$ cat config.mk
export PLATFORM = sky130hd
export DESIGN_NAME = imu_frame_deframer
export DESIGN_NICKNAME = d
export VERILOG_FILES = /design/src/rtl/ifd_pkg.sv /design/src/rtl/ifd_ram.sv /design/src/rtl/ifd_ctrl.sv /design/src/rtl/ifd_datapath.sv /design/src/rtl/imu_frame_deframer.sv
export SDC_FILE = /design/constraint.sdc
export NUM_CORES = 1
export LEC_CHECK = 0
export CAP_MARGIN = 20
export CORE_UTILIZATION = 40
export CTS_BUF_LIST = sky130_fd_sc_hd__clkbuf_8
export CTS_CLUSTER_DIAMETER = 120
export CTS_CLUSTER_SIZE = 28
export DETAILED_ROUTE_END_ITERATION = 6
export DONT_BUFFER_PORTS = 1
export SYNTH_ARGS = -nofsm -noshare
export SYNTH_HDL_FRONTEND = slang
export SYNTH_SLANG_ARGS = --single-unit
export TNS_END_PERCENT = 100
$ cat constraint.sdc
create_clock -name clk_i -period 6.7 [get_ports clk_i]
set_input_delay 0 -clock clk_i [delete_from_list [all_inputs] [get_ports clk_i]]
set_output_delay 0 -clock clk_i [all_outputs]
set_load 0.05 [all_outputs]
$ cat src/rtl/ifd_pkg.sv
// ----------------------------------------------------------------------------
// ifd_pkg
// Shared types and constants of the frame deframer: register indexes, reset
// values, field widths, controller states and the command/status bundles.
// ----------------------------------------------------------------------------
package ifd_pkg;

  localparam int unsigned ByteW       = 8;
  localparam int unsigned PayloadLenW = 6;
  localparam int unsigned ByteIndexW  = 5;
  localparam int unsigned CfgIndexW   = 2;

  localparam logic [CfgIndexW-1:0] CfgStartOne    = 2'd0;
  localparam logic [CfgIndexW-1:0] CfgStartReport = 2'd1;
  localparam logic [CfgIndexW-1:0] CfgStartAck    = 2'd2;

  localparam logic [ByteW-1:0] StartOneRst    = 8'h55;
  localparam logic [ByteW-1:0] StartReportRst = 8'h55;
  localparam logic [ByteW-1:0] StartAckRst    = 8'hAF;

  typedef enum logic [7:0] {
    StHunt  = 8'b0000_0001,
    StHdr2  = 8'b0000_0010,
    StId    = 8'b0000_0100,
    StLen   = 8'b0000_1000,
    StData  = 8'b0001_0000,
    StSum   = 8'b0010_0000,
    StRead  = 8'b0100_0000,
    StLoad  = 8'b1000_0000
  } ifd_state_e;

  typedef struct packed {
    logic sum_init;
    logic sum_add;
    logic set_kind;
    logic set_id;
    logic set_len;
    logic store_byte;
    logic burst_start;
    logic rd_en;
    logic load_out;
    logic burst_next;
  } ifd_cmd_t;

  typedef struct packed {
    logic hdr1_match;
    logic hdr2_match;
    logic len_ok;
    logic len_zero;
    logic data_done;
    logic sum_ok;
    logic burst_last;
    logic out_free;
  } ifd_status_t;

endpackage

$ cat src/rtl/ifd_ram.sv
// ----------------------------------------------------------------------------
// ifd_ram
// Generic single-write, single-read RAM with registered read data.
// ----------------------------------------------------------------------------
module ifd_ram #(
  parameter int unsigned Width = 8,
  parameter int unsigned Depth = 32,
  localparam int unsigned AddrW = (Depth > 1) ? $clog2(Depth) : 1
) (
  input  logic             clk_i,
  input  logic             we_i,
  input  logic [AddrW-1:0] waddr_i,
  input  logic [Width-1:0] wdata_i,
  input  logic             re_i,
  input  logic [AddrW-1:0] raddr_i,
  output logic [Width-1:0] rdata_o
);

  logic [Width-1:0] mem_q [Depth];
  logic [Width-1:0] rdata_q;

  always_ff @(posedge clk_i) begin
    if (we_i) begin
      mem_q[waddr_i] <= wdata_i;
    end
    if (re_i) begin
      rdata_q <= mem_q[raddr_i];
    end
  end

  assign rdata_o = rdata_q;

endmodule

$ cat src/rtl/ifd_ctrl.sv
// ----------------------------------------------------------------------------
// ifd_ctrl
// Frame parse and burst replay sequencer. Issues commands to the datapath
// from the accepted word and the datapath status.
// ----------------------------------------------------------------------------
module ifd_ctrl
  import ifd_pkg::*;
(
  input  logic        clk_i,
  input  logic        rst_ni,
  input  logic        in_valid_i,
  output logic        in_stall_o,
  input  ifd_status_t status_i,
  output ifd_cmd_t    cmd_o
);

  ifd_state_e state_q, state_d;
  logic       accept;

  assign in_stall_o = (state_q == StRead) || (state_q == StLoad);
  assign accept     = in_valid_i && !in_stall_o;

  always_comb begin
    state_d = state_q;
    cmd_o   = '0;
    case (state_q)
      StHunt: begin
        if (accept) begin
          cmd_o.sum_init = 1'b1;
          if (status_i.hdr1_match) state_d = StHdr2;
        end
      end
      StHdr2: begin
        if (accept) begin
          cmd_o.sum_add = 1'b1;
          if (status_i.hdr2_match) begin
            cmd_o.set_kind = 1'b1;
            state_d        = StId;
          end else begin
            state_d = StHunt;
          end
        end
      end
      StId: begin
        if (accept) begin
          cmd_o.sum_add = 1'b1;
          cmd_o.set_id  = 1'b1;
          state_d       = StLen;
        end
      end
      StLen: begin
        if (accept) begin
          if (status_i.len_ok) begin
            cmd_o.sum_add = 1'b1;
            cmd_o.set_len = 1'b1;
            state_d       = status_i.len_zero ? StSum : StData;
          end else begin
            state_d = StHunt;
          end
        end
      end
      StData: begin
        if (accept) begin
          cmd_o.sum_add    = 1'b1;
          cmd_o.store_byte = 1'b1;
          if (status_i.data_done) state_d = StSum;
        end
      end
      StSum: begin
        if (accept) begin
          if (status_i.sum_ok) begin
            cmd_o.burst_start = 1'b1;
            state_d           = StRead;
          end else begin
            state_d = StHunt;
          end
        end
      end
      StRead: begin
        cmd_o.rd_en = 1'b1;
        state_d     = StLoad;
      end
      StLoad: begin
        if (status_i.out_free) begin
          cmd_o.load_out = 1'b1;
          if (status_i.burst_last) begin
            state_d = StHunt;
          end else begin
            cmd_o.burst_next = 1'b1;
            state_d          = StRead;
          end
        end
      end
      default: state_d = StHunt;
    endcase
  end

  always_ff @(posedge clk_i or negedge rst_ni) begin
    if (!rst_ni) begin
      state_q <= StHunt;
    end else begin
      state_q <= state_d;
    end
  end

endmodule

$ cat src/rtl/ifd_datapath.sv
// ----------------------------------------------------------------------------
// ifd_datapath
// Header registers, running checksum, frame fields, payload buffer and the
// output word register.
// ----------------------------------------------------------------------------
module ifd_datapath
  import ifd_pkg::*;
#(
  parameter int unsigned MaxPayload = 32
) (
  input  logic                   clk_i,
  input  logic                   rst_ni,
  input  logic                   cfg_we_i,
  input  logic [CfgIndexW-1:0]   cfg_index_i,
  input  logic [ByteW-1:0]       cfg_wdata_i,
  input  logic [ByteW-1:0]       rx_byte_i,
  input  ifd_cmd_t               cmd_i,
  output ifd_status_t            status_o,
  output logic                   out_valid_o,
  input  logic                   out_stall_i,
  output logic [ByteW-1:0]       msg_id_o,
  output logic                   is_ack_o,
  output logic [PayloadLenW-1:0] payload_len_o,
  output logic [ByteIndexW-1:0]  byte_index_o,
  output logic [ByteW-1:0]       payload_byte_o,
  output logic                   payload_valid_o,
  output logic                   last_o
);

  localparam int unsigned AddrW = (MaxPayload > 1) ? $clog2(MaxPayload) : 1;
  localparam int unsigned LenW  = $clog2(MaxPayload + 1);
  localparam int unsigned CmpW  = LenW + 1;
  localparam logic [ByteW-1:0] MaxLen = ByteW'(MaxPayload);

  logic [ByteW-1:0] start_one_q, start_report_q, start_ack_q;
  logic [ByteW-1:0] sum_q;
  logic [ByteW-1:0] frame_id_q;
  logic             frame_ack_q;
  logic [LenW-1:0]  len_q;
  logic [AddrW-1:0] fill_q;
  logic [AddrW-1:0] k_q;
  logic [ByteW-1:0] rdata;
  logic             hdr2_report, hdr2_ack, len_zero_q;

  logic                   out_valid_q;
  logic [ByteW-1:0]       out_id_q;
  logic                   out_ack_q;
  logic [PayloadLenW-1:0] out_len_q;
  logic [ByteIndexW-1:0]  out_idx_q;
  logic [ByteW-1:0]       out_byte_q;
  logic                   out_pvalid_q;
  logic                   out_last_q;

  always_ff @(posedge clk_i or negedge rst_ni) begin
    if (!rst_ni) begin
      start_one_q    <= StartOneRst;
      start_report_q <= StartReportRst;
      start_ack_q    <= StartAckRst;
    end else if (cfg_we_i) begin
      case (cfg_index_i)
        CfgStartOne:    start_one_q    <= cfg_wdata_i;
        CfgStartReport: start_report_q <= cfg_wdata_i;
        CfgStartAck:    start_ack_q    <= cfg_wdata_i;
        default: ;
      endcase
    end
  end

  assign hdr2_report = (rx_byte_i == start_report_q);
  assign hdr2_ack    = (rx_byte_i == start_ack_q);
  assign len_zero_q  = (len_q == '0);

  assign status_o.hdr1_match = (rx_byte_i == start_one_q);
  assign status_o.hdr2_match = hdr2_report || hdr2_ack;
  assign status_o.len_ok     = (rx_byte_i <= MaxLen);
  assign status_o.len_zero   = (rx_byte_i == '0);
  assign status_o.data_done  = (CmpW'(fill_q) + CmpW'(1)) >= CmpW'(len_q);
  assign status_o.sum_ok     = (sum_q == rx_byte_i);
  assign status_o.burst_last = len_zero_q || ((CmpW'(k_q) + CmpW'(1)) == CmpW'(len_q));
  assign status_o.out_free   = !out_valid_q || !out_stall_i;

  always_ff @(posedge clk_i or negedge rst_ni) begin
    if (!rst_ni) begin
      sum_q       <= '0;
      frame_id_q  <= '0;
      frame_ack_q <= 1'b0;
      len_q       <= '0;
      fill_q      <= '0;
      k_q         <= '0;
    end else begin
      if (cmd_i.sum_init) sum_q <= rx_byte_i;
      else if (cmd_i.sum_add) sum_q <= sum_q + rx_byte_i;
      if (cmd_i.set_kind) frame_ack_q <= !hdr2_report;
      if (cmd_i.set_id) frame_id_q <= rx_byte_i;
      if (cmd_i.set_len) begin
        len_q  <= LenW'(rx_byte_i);
        fill_q <= '0;
      end else if (cmd_i.store_byte) begin
        fill_q <= fill_q + AddrW'(1);
      end
      if (cmd_i.burst_start) k_q <= '0;
      else if (cmd_i.burst_next) k_q <= k_q + AddrW'(1);
    end
  end

  ifd_ram #(
    .Width (ByteW),
    .Depth (MaxPayload)
  ) u_store (
    .clk_i   (clk_i),
    .we_i    (cmd_i.store_byte),
    .waddr_i (fill_q),
    .wdata_i (rx_byte_i),
    .re_i    (cmd_i.rd_en),
    .raddr_i (k_q),
    .rdata_o (rdata)
  );

  always_ff @(posedge clk_i or negedge rst_ni) begin
    if (!rst_ni) begin
      out_valid_q <= 1'b0;
    end else if (cmd_i.load_out) begin
      out_valid_q <= 1'b1;
    end else if (!out_stall_i) begin
      out_valid_q <= 1'b0;
    end
  end

  always_ff @(posedge clk_i) begin
    if (cmd_i.load_out) begin
      out_id_q     <= frame_id_q;
      out_ack_q    <= frame_ack_q;
      out_len_q    <= PayloadLenW'(len_q);
      out_idx_q    <= ByteIndexW'(k_q);
      out_byte_q   <= len_zero_q ? '0 : rdata;
      out_pvalid_q <= !len_zero_q;
      out_last_q   <= status_o.burst_last;
    end
  end

  assign out_valid_o     = out_valid_q;
  assign msg_id_o        = out_id_q;
  assign is_ack_o        = out_ack_q;
  assign payload_len_o   = out_len_q;
  assign byte_index_o    = out_idx_q;
  assign payload_byte_o  = out_byte_q;
  assign payload_valid_o = out_pvalid_q;
  assign last_o          = out_last_q;

endmodule

$ cat src/rtl/imu_frame_deframer.sv
// After a frame's checksum word, its first result word is read from the buffer
// (StRead), then loaded into the output register (StLoad) once that is free.
// Throughput: one input word per cycle while parsing; replay reads each word
// from the buffer, then loads it, and input is stalled during replay.
// Reset: asynchronous, active low; parser hunts for header 1, registers take
// their default header values. The payload buffer is not cleared.
// ----------------------------------------------------------------------------
// imu_frame_deframer
// Byte-serial frame parser with checksum check and buffered payload replay.
// ----------------------------------------------------------------------------
module imu_frame_deframer
  import ifd_pkg::*;
#(
  parameter int unsigned MaxPayload = 32
) (
  input  logic                   clk_i,
  input  logic                   rst_ni,
  input  logic                   cfg_we_i,
  input  logic [CfgIndexW-1:0]   cfg_index_i,
  input  logic [ByteW-1:0]       cfg_wdata_i,
  input  logic                   in_valid_i,
  output logic                   in_stall_o,
  input  logic [ByteW-1:0]       rx_byte_i,
  output logic                   out_valid_o,
  input  logic                   out_stall_i,
  output logic [ByteW-1:0]       msg_id_o,
  output logic                   is_ack_o,
  output logic [PayloadLenW-1:0] payload_len_o,
  output logic [ByteIndexW-1:0]  byte_index_o,
  output logic [ByteW-1:0]       payload_byte_o,
  output logic                   payload_valid_o,
  output logic                   last_o
);

  ifd_cmd_t    cmd;
  ifd_status_t status;

  ifd_ctrl u_ctrl (
    .clk_i      (clk_i),
    .rst_ni     (rst_ni),
    .in_valid_i (in_valid_i),
    .in_stall_o (in_stall_o),
    .status_i   (status),
    .cmd_o      (cmd)
  );

  ifd_datapath #(
    .MaxPayload (MaxPayload)
  ) u_datapath (
    .clk_i           (clk_i),
    .rst_ni          (rst_ni),
    .cfg_we_i        (cfg_we_i),
    .cfg_index_i     (cfg_index_i),
    .cfg_wdata_i     (cfg_wdata_i),
    .rx_byte_i       (rx_byte_i),
    .cmd_i           (cmd),
    .status_o        (status),
    .out_valid_o     (out_valid_o),
    .out_stall_i     (out_stall_i),
    .msg_id_o        (msg_id_o),
    .is_ack_o        (is_ack_o),
    .payload_len_o   (payload_len_o),
    .byte_index_o    (byte_index_o),
    .payload_byte_o  (payload_byte_o),
    .payload_valid_o (payload_valid_o),
    .last_o          (last_o)
  );

endmodule

== Word level (Yosys, flattened, before mapping) ==
Memories as Yosys holds them, arrays and structs flattened. A register that Yosys moved wholly into a read port is not among the register bits.
Index checks and enable logic that the tools add are counted.

* Logic and storage cells: 115
* Bits in writable memories: 256
* Bits in latches: 0
* Output and inout bits: 32
* Memories kept: 1
* ROM bits: 0
* Bits in registers: 96
* Bits of input ports: 23

* Bitwise gates (word level): 0
* Reduce and logical (&&, ||, !) cells: 21
* Multiplexer cells: 43
* Eq/ne operators: 25
* $lt $le $gt $ge: 2
* Shifts and indexed selects: 0
* Div/mod/pow operators: 0
* Add/sub/neg operators: 5
* Multipliers: 0

{| class="wikitable"
|+ Memory list
! memory !! depth !! width !! rd ports !! clocked after memory_dff !! wr ports !! RTL line !! text
|-
| u_datapath.u_store.mem_q || 32 || 8 || 1 || 1 || 1 || ifd_ram.sv:19 || <nowiki>logic [Width-1:0] mem_q [Depth];</nowiki>
|}

{| class="wikitable"
|+ Operator list
! cell !! count
|-
| 8-bit 2-to-1 mux || 12
|-
| 8-bit one-hot mux with 8 select lines || 1
|-
| 8-bit == test || 4
|-
| 5-bit 2-to-1 mux || 4
|-
| 1-bit 2-to-1 mux || 18
|-
| 7-bit 2-to-1 mux || 2
|-
| 2-bit by 1-bit inequality test with 1-bit output, second input constant || 7
|-
| 5-bit by 1-bit adder with 6-bit output, second input constant || 2
|-
| 5-bit by 1-bit adder with 5-bit output, second input constant || 2
|-
| 9-bit AND reduction || 1
|-
| 8-bit adder || 1
|-
| 8-bit by 1-bit == test with 1-bit output, second input constant || 1
|-
| 8-bit by 2-bit == test with 1-bit output, second input constant || 1
|-
| 8-bit by 3-bit == test with 1-bit output, second input constant || 1
|-
| 8-bit by 4-bit == test with 1-bit output, second input constant || 1
|-
| 8-bit by 5-bit == test with 1-bit output, second input constant || 1
|-
| 8-bit by 6-bit == test with 1-bit output, second input constant || 1
|-
| 8-bit by 7-bit == test with 1-bit output, second input constant || 1
|-
| 8-bit == test, second input constant || 1
|-
| 8-bit by 6-bit <= comparator with 1-bit output, second input constant || 1
|-
| 8-bit zero test || 1
|-
| 7-bit by 6-bit == test with 1-bit output || 1
|-
| 7-bit by 6-bit >= comparator with 1-bit output || 1
|-
| 6-bit zero test || 1
|-
| other kinds (14) || 29
|}

== Longest topological paths before layout ==
* Word-level depth: 8
* Mapped depth: 9
* Gate-level depth less buffers: 9

== Modules after synthesis ==
A second synthesis with hierarchy kept.

* Cells, all modules: 838
* Area, all modules: 15,061.9 µm²

{| class="wikitable"
|+ By module, submodules not included
! module !! area each (µm²) !! sequential area each (µm²) !! cells each !! instances
|-
| ifd_ram || 10,133.5 || 7,927.6 || 417 || 1
|-
| ifd_datapath || 4,249.1 || 2,369.8 || 344 || 1
|-
| ifd_ctrl || 679.4 || 201.4 || 77 || 1
|}

== Worst setup path before layout ==
OpenSTA, ideal clock, no wires.

* Path type: register to register
* From: register u_ctrl.state_q[2]
* To: register u_datapath.sum_q[4]
* Cell stages (with the launch flop): 7
* Arrival: 2.684 ns
* Data required time: 6.572 ns
* Buffers on the path: 1
* Setup time: 0.128 ns
* Period minus slack after synthesis: 2.812 ns
* Setup slack: 3.888 ns
* Cell sequence: dfrtp_1 -> or4_4 -> nor4_2 -> nor2_1 -> o21ai_2 -> buf_2 -> o21ai_0

* Longest elaborated chain between the ends: 7
* Elaborated cells between the ends (all ways): 18
* Those cells by class: 7 x eq/ne; 6 x mux; 5 x reduce/logical

{| class="wikitable"
|+ Ends and longest elaborated chain
! item !! RTL line !! text
|-
| start, declared || ifd_ctrl.sv:17 || <nowiki>ifd_state_e state_q, state_d;</nowiki>
|-
| start signal, assigned || ifd_ctrl.sv:100 || <nowiki>state_q <= StHunt;</nowiki>
|-
| start signal, assigned || ifd_ctrl.sv:102 || <nowiki>state_q <= state_d;</nowiki>
|-
| 8-bit by 7-bit == test with 1-bit output / 8-bit == test (equally long branches) || ifd_ctrl.sv:20 || <nowiki>assign in_stall_o = (state_q == StRead) || (state_q == StLoad);</nowiki>
|-
| 1-bit logical OR * || ifd_ctrl.sv:20 ||
|-
| via in_stall_o || imu_frame_deframer.sv:22 || <nowiki>output logic in_stall_o,</nowiki>
|-
| 1-bit zero test * || ifd_ctrl.sv:21 || <nowiki>assign accept = in_valid_i && !in_stall_o;</nowiki>
|-
| 1-bit logical AND * || ifd_ctrl.sv:21 ||
|-
| 1-bit 2-to-1 mux (tied with other cells) || ifd_ctrl.sv:28, ifd_ctrl.sv:45, ifd_ctrl.sv:63 ||
|-
| 1-bit one-hot mux with 3 select lines / 1-bit 2-to-1 mux (equally long branches) || ifd_ctrl.sv:26 || <nowiki>case (state_q)</nowiki>
|-
| 2-bit nonzero test (no source line) / 8-bit 2-to-1 mux (equally long branches) || - ||
|-
| end signal, assigned || ifd_datapath.sv:91 || <nowiki>if (cmd_i.sum_init) sum_q <= rx_byte_i;</nowiki>
|-
| end signal, assigned || ifd_datapath.sv:92 || <nowiki>else if (cmd_i.sum_add) sum_q <= sum_q + rx_byte_i;</nowiki>
|-
| end, declared || ifd_datapath.sv:36 || <nowiki>logic [ByteW-1:0] sum_q;</nowiki>
|}

The timed path passes the listed nets; every way through them passes the cells marked *.
A chain may end at the register's enable or synchronous reset.

== Final worst setup path ==
* From: register u_ctrl.state_q[2]
* To: memory u_datapath.u_store.mem_q[13][6] (enable)

* Longest elaborated chain between the ends: 8
* Elaborated cells between the ends (all ways): 10
* Those cells by class: 3 x eq/ne; 4 x mux; 3 x reduce/logical

{| class="wikitable"
|+ Ends and longest elaborated chain
! item !! RTL line !! text
|-
| 8-bit by 7-bit == test with 1-bit output / 8-bit == test (equally long branches) || ifd_ctrl.sv:20 ||
|-
| 1-bit logical OR || ifd_ctrl.sv:20 ||
|-
| 1-bit zero test || ifd_ctrl.sv:21 ||
|-
| 1-bit logical AND || ifd_ctrl.sv:21 ||
|-
| 1-bit 2-to-1 mux || ifd_ctrl.sv:63 || <nowiki>if (accept) begin</nowiki>
|-
| 1-bit 2-to-1 mux * || ifd_ctrl.sv:26 ||
|-
| 1-bit 2-to-1 mux * || ifd_ram.sv:23 || <nowiki>if (we_i) begin</nowiki>
|-
| 1-bit 2-to-1 mux (not written as such) * || ifd_ram.sv:24 || <nowiki>mem_q[waddr_i] <= wdata_i;</nowiki>
|-
| end, declared || ifd_ram.sv:19 ||
|}

Every way passes the cells marked *; elsewhere a longest branch is shown, timed or not.

==> Flow_metrics.wiki <==
{| class="wikitable"
! Metric !! Value
|-
| Peak fanout along the critical path || 8
|-
| Comb pwr share || approximately 13%
|-
| Power share of the clock group || 23.2%
|-
| Reg clk slew, reported paths || 0.16 ns
|-
| Count of buffers from port buffering || 0
|-
| Final clock period utilization by the worst path || 48.7%
|-
| Site row count || 70
|-
| Number of flops mapped to enable cells by yosys || 294
|-
| Adder-cell share of the synthesized area || 1.63%
|-
| Synth Net Count || just under 1k
|-
| Total negative slack || 0 ns
|-
| Via count of the first global-routing pass || 8,277
|-
| Critical path endpoint || u_datapath.u_store.mem_q[13][6]
|-
| Pin count of the biggest net entering global routing || 63
|-
| Syn-to-layout area delta || 8.96%
|-
| Final non-filler cell total || 1,469
|-
| Yosys cell types || 66
|-
| Maximum clock insertion buffer count || 3
|-
| Cell Area, Synth || between 15,000 and 20,000 sq um
|-
| Number of gates resized after CTS || 0
|-
| Data required, critical path || 6.91 ns
|-
| Flop and latch count out of synthesis || 360
|-
| Arrival @ worst endpoint || ~3.5 ns
|-
| Count of H-tree levels built during CTS || 1
|-
| Path depth of the worst reg2reg path || 5
|-
| Number of max-cap violations || 0
|-
| Leak pwr || 5.21 nW
|-
| Worst reg-to-reg setup slack || 3.44 ns
|-
| Outcome || finished clean
|-
| Post-synthesis area per instance || about 16 sq um
|-
| Antenna violations before repair || 3
|-
| Cell count after synthesis || 930
|-
| Critical path endpoint category || flip-flop
|-
| Simple-Gate Fraction of Synth Area || 5.99%
|-
| Final-report max-slew violation count || 0
|-
| Critical-path cell list || nor3_1, nand3_1, nor2_1, nand2_1, nor2_1
|-
| Leftover overflow at the end of global routing || 0
|-
| Initial core utilization || 40.9%
|-
| Die outline area || 38,500 sq um
|-
| Wire length of the first global-routing pass || 53,700 microns
|-
| Count of hold-fix buffers inserted at cts || 39
|-
| Part of the power in registers || 64.3%
|-
| TritonCTS clock tree || done
|-
| Setup repair after global routing missed its margin || false
|-
| Minimum period implied by the final worst setup slack || 3.26 ns
|-
| Type of the tightest min-delay check || input port to flip-flop
|-
| Worst clock skew || 0.0267 ns
|-
| Vertical extent of the die || 196 microns
|-
| Fraction of power spent switching nets || 24.1%
|-
| Critical path type || flip-flop to flip-flop
|-
| Number of clock sinks || 360
|-
| Type of origin of the critical path || flip-flop
|-
| Via total after detailed routing || between 8k and 9k
|-
| Count of final hold-check violations || 0
|-
| Post CTS Setup Buffer Count || 0
|-
| Count of synthesis-stage warnings from yosys || 0
|-
| Remaining DRCs || 0
|-
| WL per Instance || ~24 microns
|-
| Relative slew slack || between 30% and 40%
|-
| Worst Setup SP || u_ctrl.state_q[2]
|-
| Cell with the largest stage delay on the worst path || nor2_1
|-
| Clock root buffer master || clkbuf_8
|-
| Final Net Count || 996
|-
| Commonest non-fill, non-tap cell in the layout || edfxtp_1
|-
| Die X-Extent || 196 microns
|-
| Layout cells sized above 1 || 15.6%
|-
| Endpoint of the most critical register-to-register path || u_datapath.u_store.mem_q[13][6]
|-
| Compound-cell area share of the yosys netlist || 6.14%
|-
| Gr usage total || 18.7%
|-
| Sw power || 951 uW
|-
| Int Power || approximately 3.0 mW
|-
| Total of endpoints with negative setup slack in the final report || 0
|-
| Worst path depth || 5
|-
| Pwr Density || 240 nW/um^2
|-
| Most repeated library cell on the critical path || nor2_1
|-
| Worst-margin pin slew || 1.03 ns
|-
| Worst reg2reg path startpoint || u_ctrl.state_q[2]
|-
| Clock latency reported for the late side of the worst-skew pair || 0.57 ns
|-
| Area of the core || 36,900 sq um
|-
| Commonest register cell after synthesis || edfxtp_1
|-
| Max frequency || 0.306 GHz
|-
| Peak supply drop || 125 uV
|-
| Kind of cell with the highest combined delay on the critical path || simple AND/OR/NAND/NOR gates
|-
| Antenna Violating Nets Remaining || 0
|-
| Worst path max stage delay || approximately 0.8 ns
|-
| Final HPWL DP || 20,800 microns
|-
| Combinational family with the most area after synthesis || multiplexers
|-
| Share of synthesized area occupied by flip-flops and latches || 69.6%
|-
| Synth Area in XOR/XNOR || under 10%
|-
| Most frequent cells in the layout || edfxtp_1, mux2i_1, nor2_1
|-
| Cells after DPL || 1,400
|-
| I/O pins || 55
|-
| Number of buffers created by CTS || 16
|-
| Buf/Inv on CP || 0
|-
| Drt total wl || 35,600 microns
|-
| Last weighted congestion value of the routability-driven placer || 0.810
|-
| Per-cell via count in the routed design || between 5 and 6
|-
| Share of synthesized area spent on multiplexers || 12.4%
|-
| Share of flip-flops with an asynchronous set or reset || 18.3%
|-
| DRC marker count from the first detailed-route iteration || ~720
|-
| Router iterations before antenna repair || 5
|}
## through the flow
stage	setup WS (ns)	hold WS, ns	total power, mW	utilization [%]	cell area (sq um)
global route	3.21	0.0475	4.10	44.6	16400
floorplan	3.89	-0.296	2.92	-	15100
CTS	3.20	0.00456	3.98	44.5	16400
detailed placement	3.25	-0.294	2.99	42.3	15600
finish	3.44	0.0372	3.95	44.6	16400
global placement	3.19	-0.294	2.98	42.3	15600
## registers in the layout (all words and copies together), names as in the netlist
signal,flops
u_datapath.is_ack_o,1
u_datapath.payload_byte_o,8
u_datapath.start_one_q,8
u_datapath.last_o,1
u_datapath.payload_valid_o,1
u_datapath.sum_q,8
u_datapath.u_store.rdata_o,8
u_datapath.len_q,6
u_datapath.frame_id_q,8
u_datapath.payload_len_o,6
u_ctrl.state_q,8
u_datapath.byte_index_o,5
u_datapath.start_report_q,8
u_datapath.u_store.mem_q,256
u_datapath.start_ack_q,8
u_datapath.k_q,5
u_datapath.frame_ack_q,1
u_datapath.out_valid_o,1
u_datapath.msg_id_o,8
u_datapath.fill_q,5
## worst min path at each step
stage | startpoint | endpoint | slack (ns) | cells past startpoint
final | cfg_index_i[1] | u_datapath.start_ack_q[1] | 0.04 | 2
after CTS | rx_byte_i[3] | u_ctrl.state_q[2] | 0.005 | 6
after global placement | rst_ni | u_datapath.k_q[3] | -0.29 | 0
after global routing | rx_byte_i[6] | u_datapath.frame_ack_q | 0.05 | 5
after floorplan | rst_ni | u_ctrl.state_q[1] | -0.30 | 0
after detailed placement | rst_ni | u_datapath.k_q[3] | -0.29 | 0
## synthesized netlist by cell type, types with 10 or more instances
library cell  count  area share (%)
edfxtp_1        294              59
o31ai_1          10            0.50
inv_1            17            0.42
o22ai_1          17            0.70
a21oi_1          29            0.96
nand2_1          39            0.97
buf_2            13            0.43
nor3_1           11            0.36
xnor2_1          26             1.5
mux2i_1          57             3.8
o221ai_1         24             1.4
mux2_2           36             2.7
mux4_2           40             6.0
clkbuf_1         26            0.65
ha_1             18             1.5
xor2_1           17            0.99
o21ai_0          26            0.86
dfrtp_1          51             8.5
dfstp_2          15             2.6
nor2_1           54             1.3
## kinds of logic (layout without fill, tap and decap cells)
group | after synthesis | after routing
mux | 133 | 133
fa+ha+maj | 19 | 19
simple gates | 177 | 177
flops | 360 | 360
other cells | 0 | 1
compound gates | 136 | 136
xor+xnor | 43 | 43
buf+inv | 62 | 96
## layout make-up
type                    instances  area, sq um
diodes                          1         2.50
clock buffers                  17          234
clock inverters                11         67.6
fillers                      3187        20400
inverters                      19         71.3
multi-input cells             508         4330
flip-flops and latches        360        10500
well taps                     504          631
repair buffers                 49          601
## routing by layer
layer  routed length, microns  track usage, %  part of all wire (%)
met1                    16100            26.8                    45
met2                    17300            31.5                    49
met3                     1720            1.79                   4.8
met4                      431            3.24                   1.2
met5                        0               0                     0
## power by group through the flow
stage	combinational (mW)	sequential, mW	clock [mW]
after global placement	0.401	2.58	0
final	0.493	2.54	0.917
after detailed placement	0.407	2.59	0
after floorplan	0.354	2.57	0
after CTS	0.496	2.54	0.946
after global routing	0.550	2.54	1.01
No activity file was read; power rests on OpenSTA's default activity.
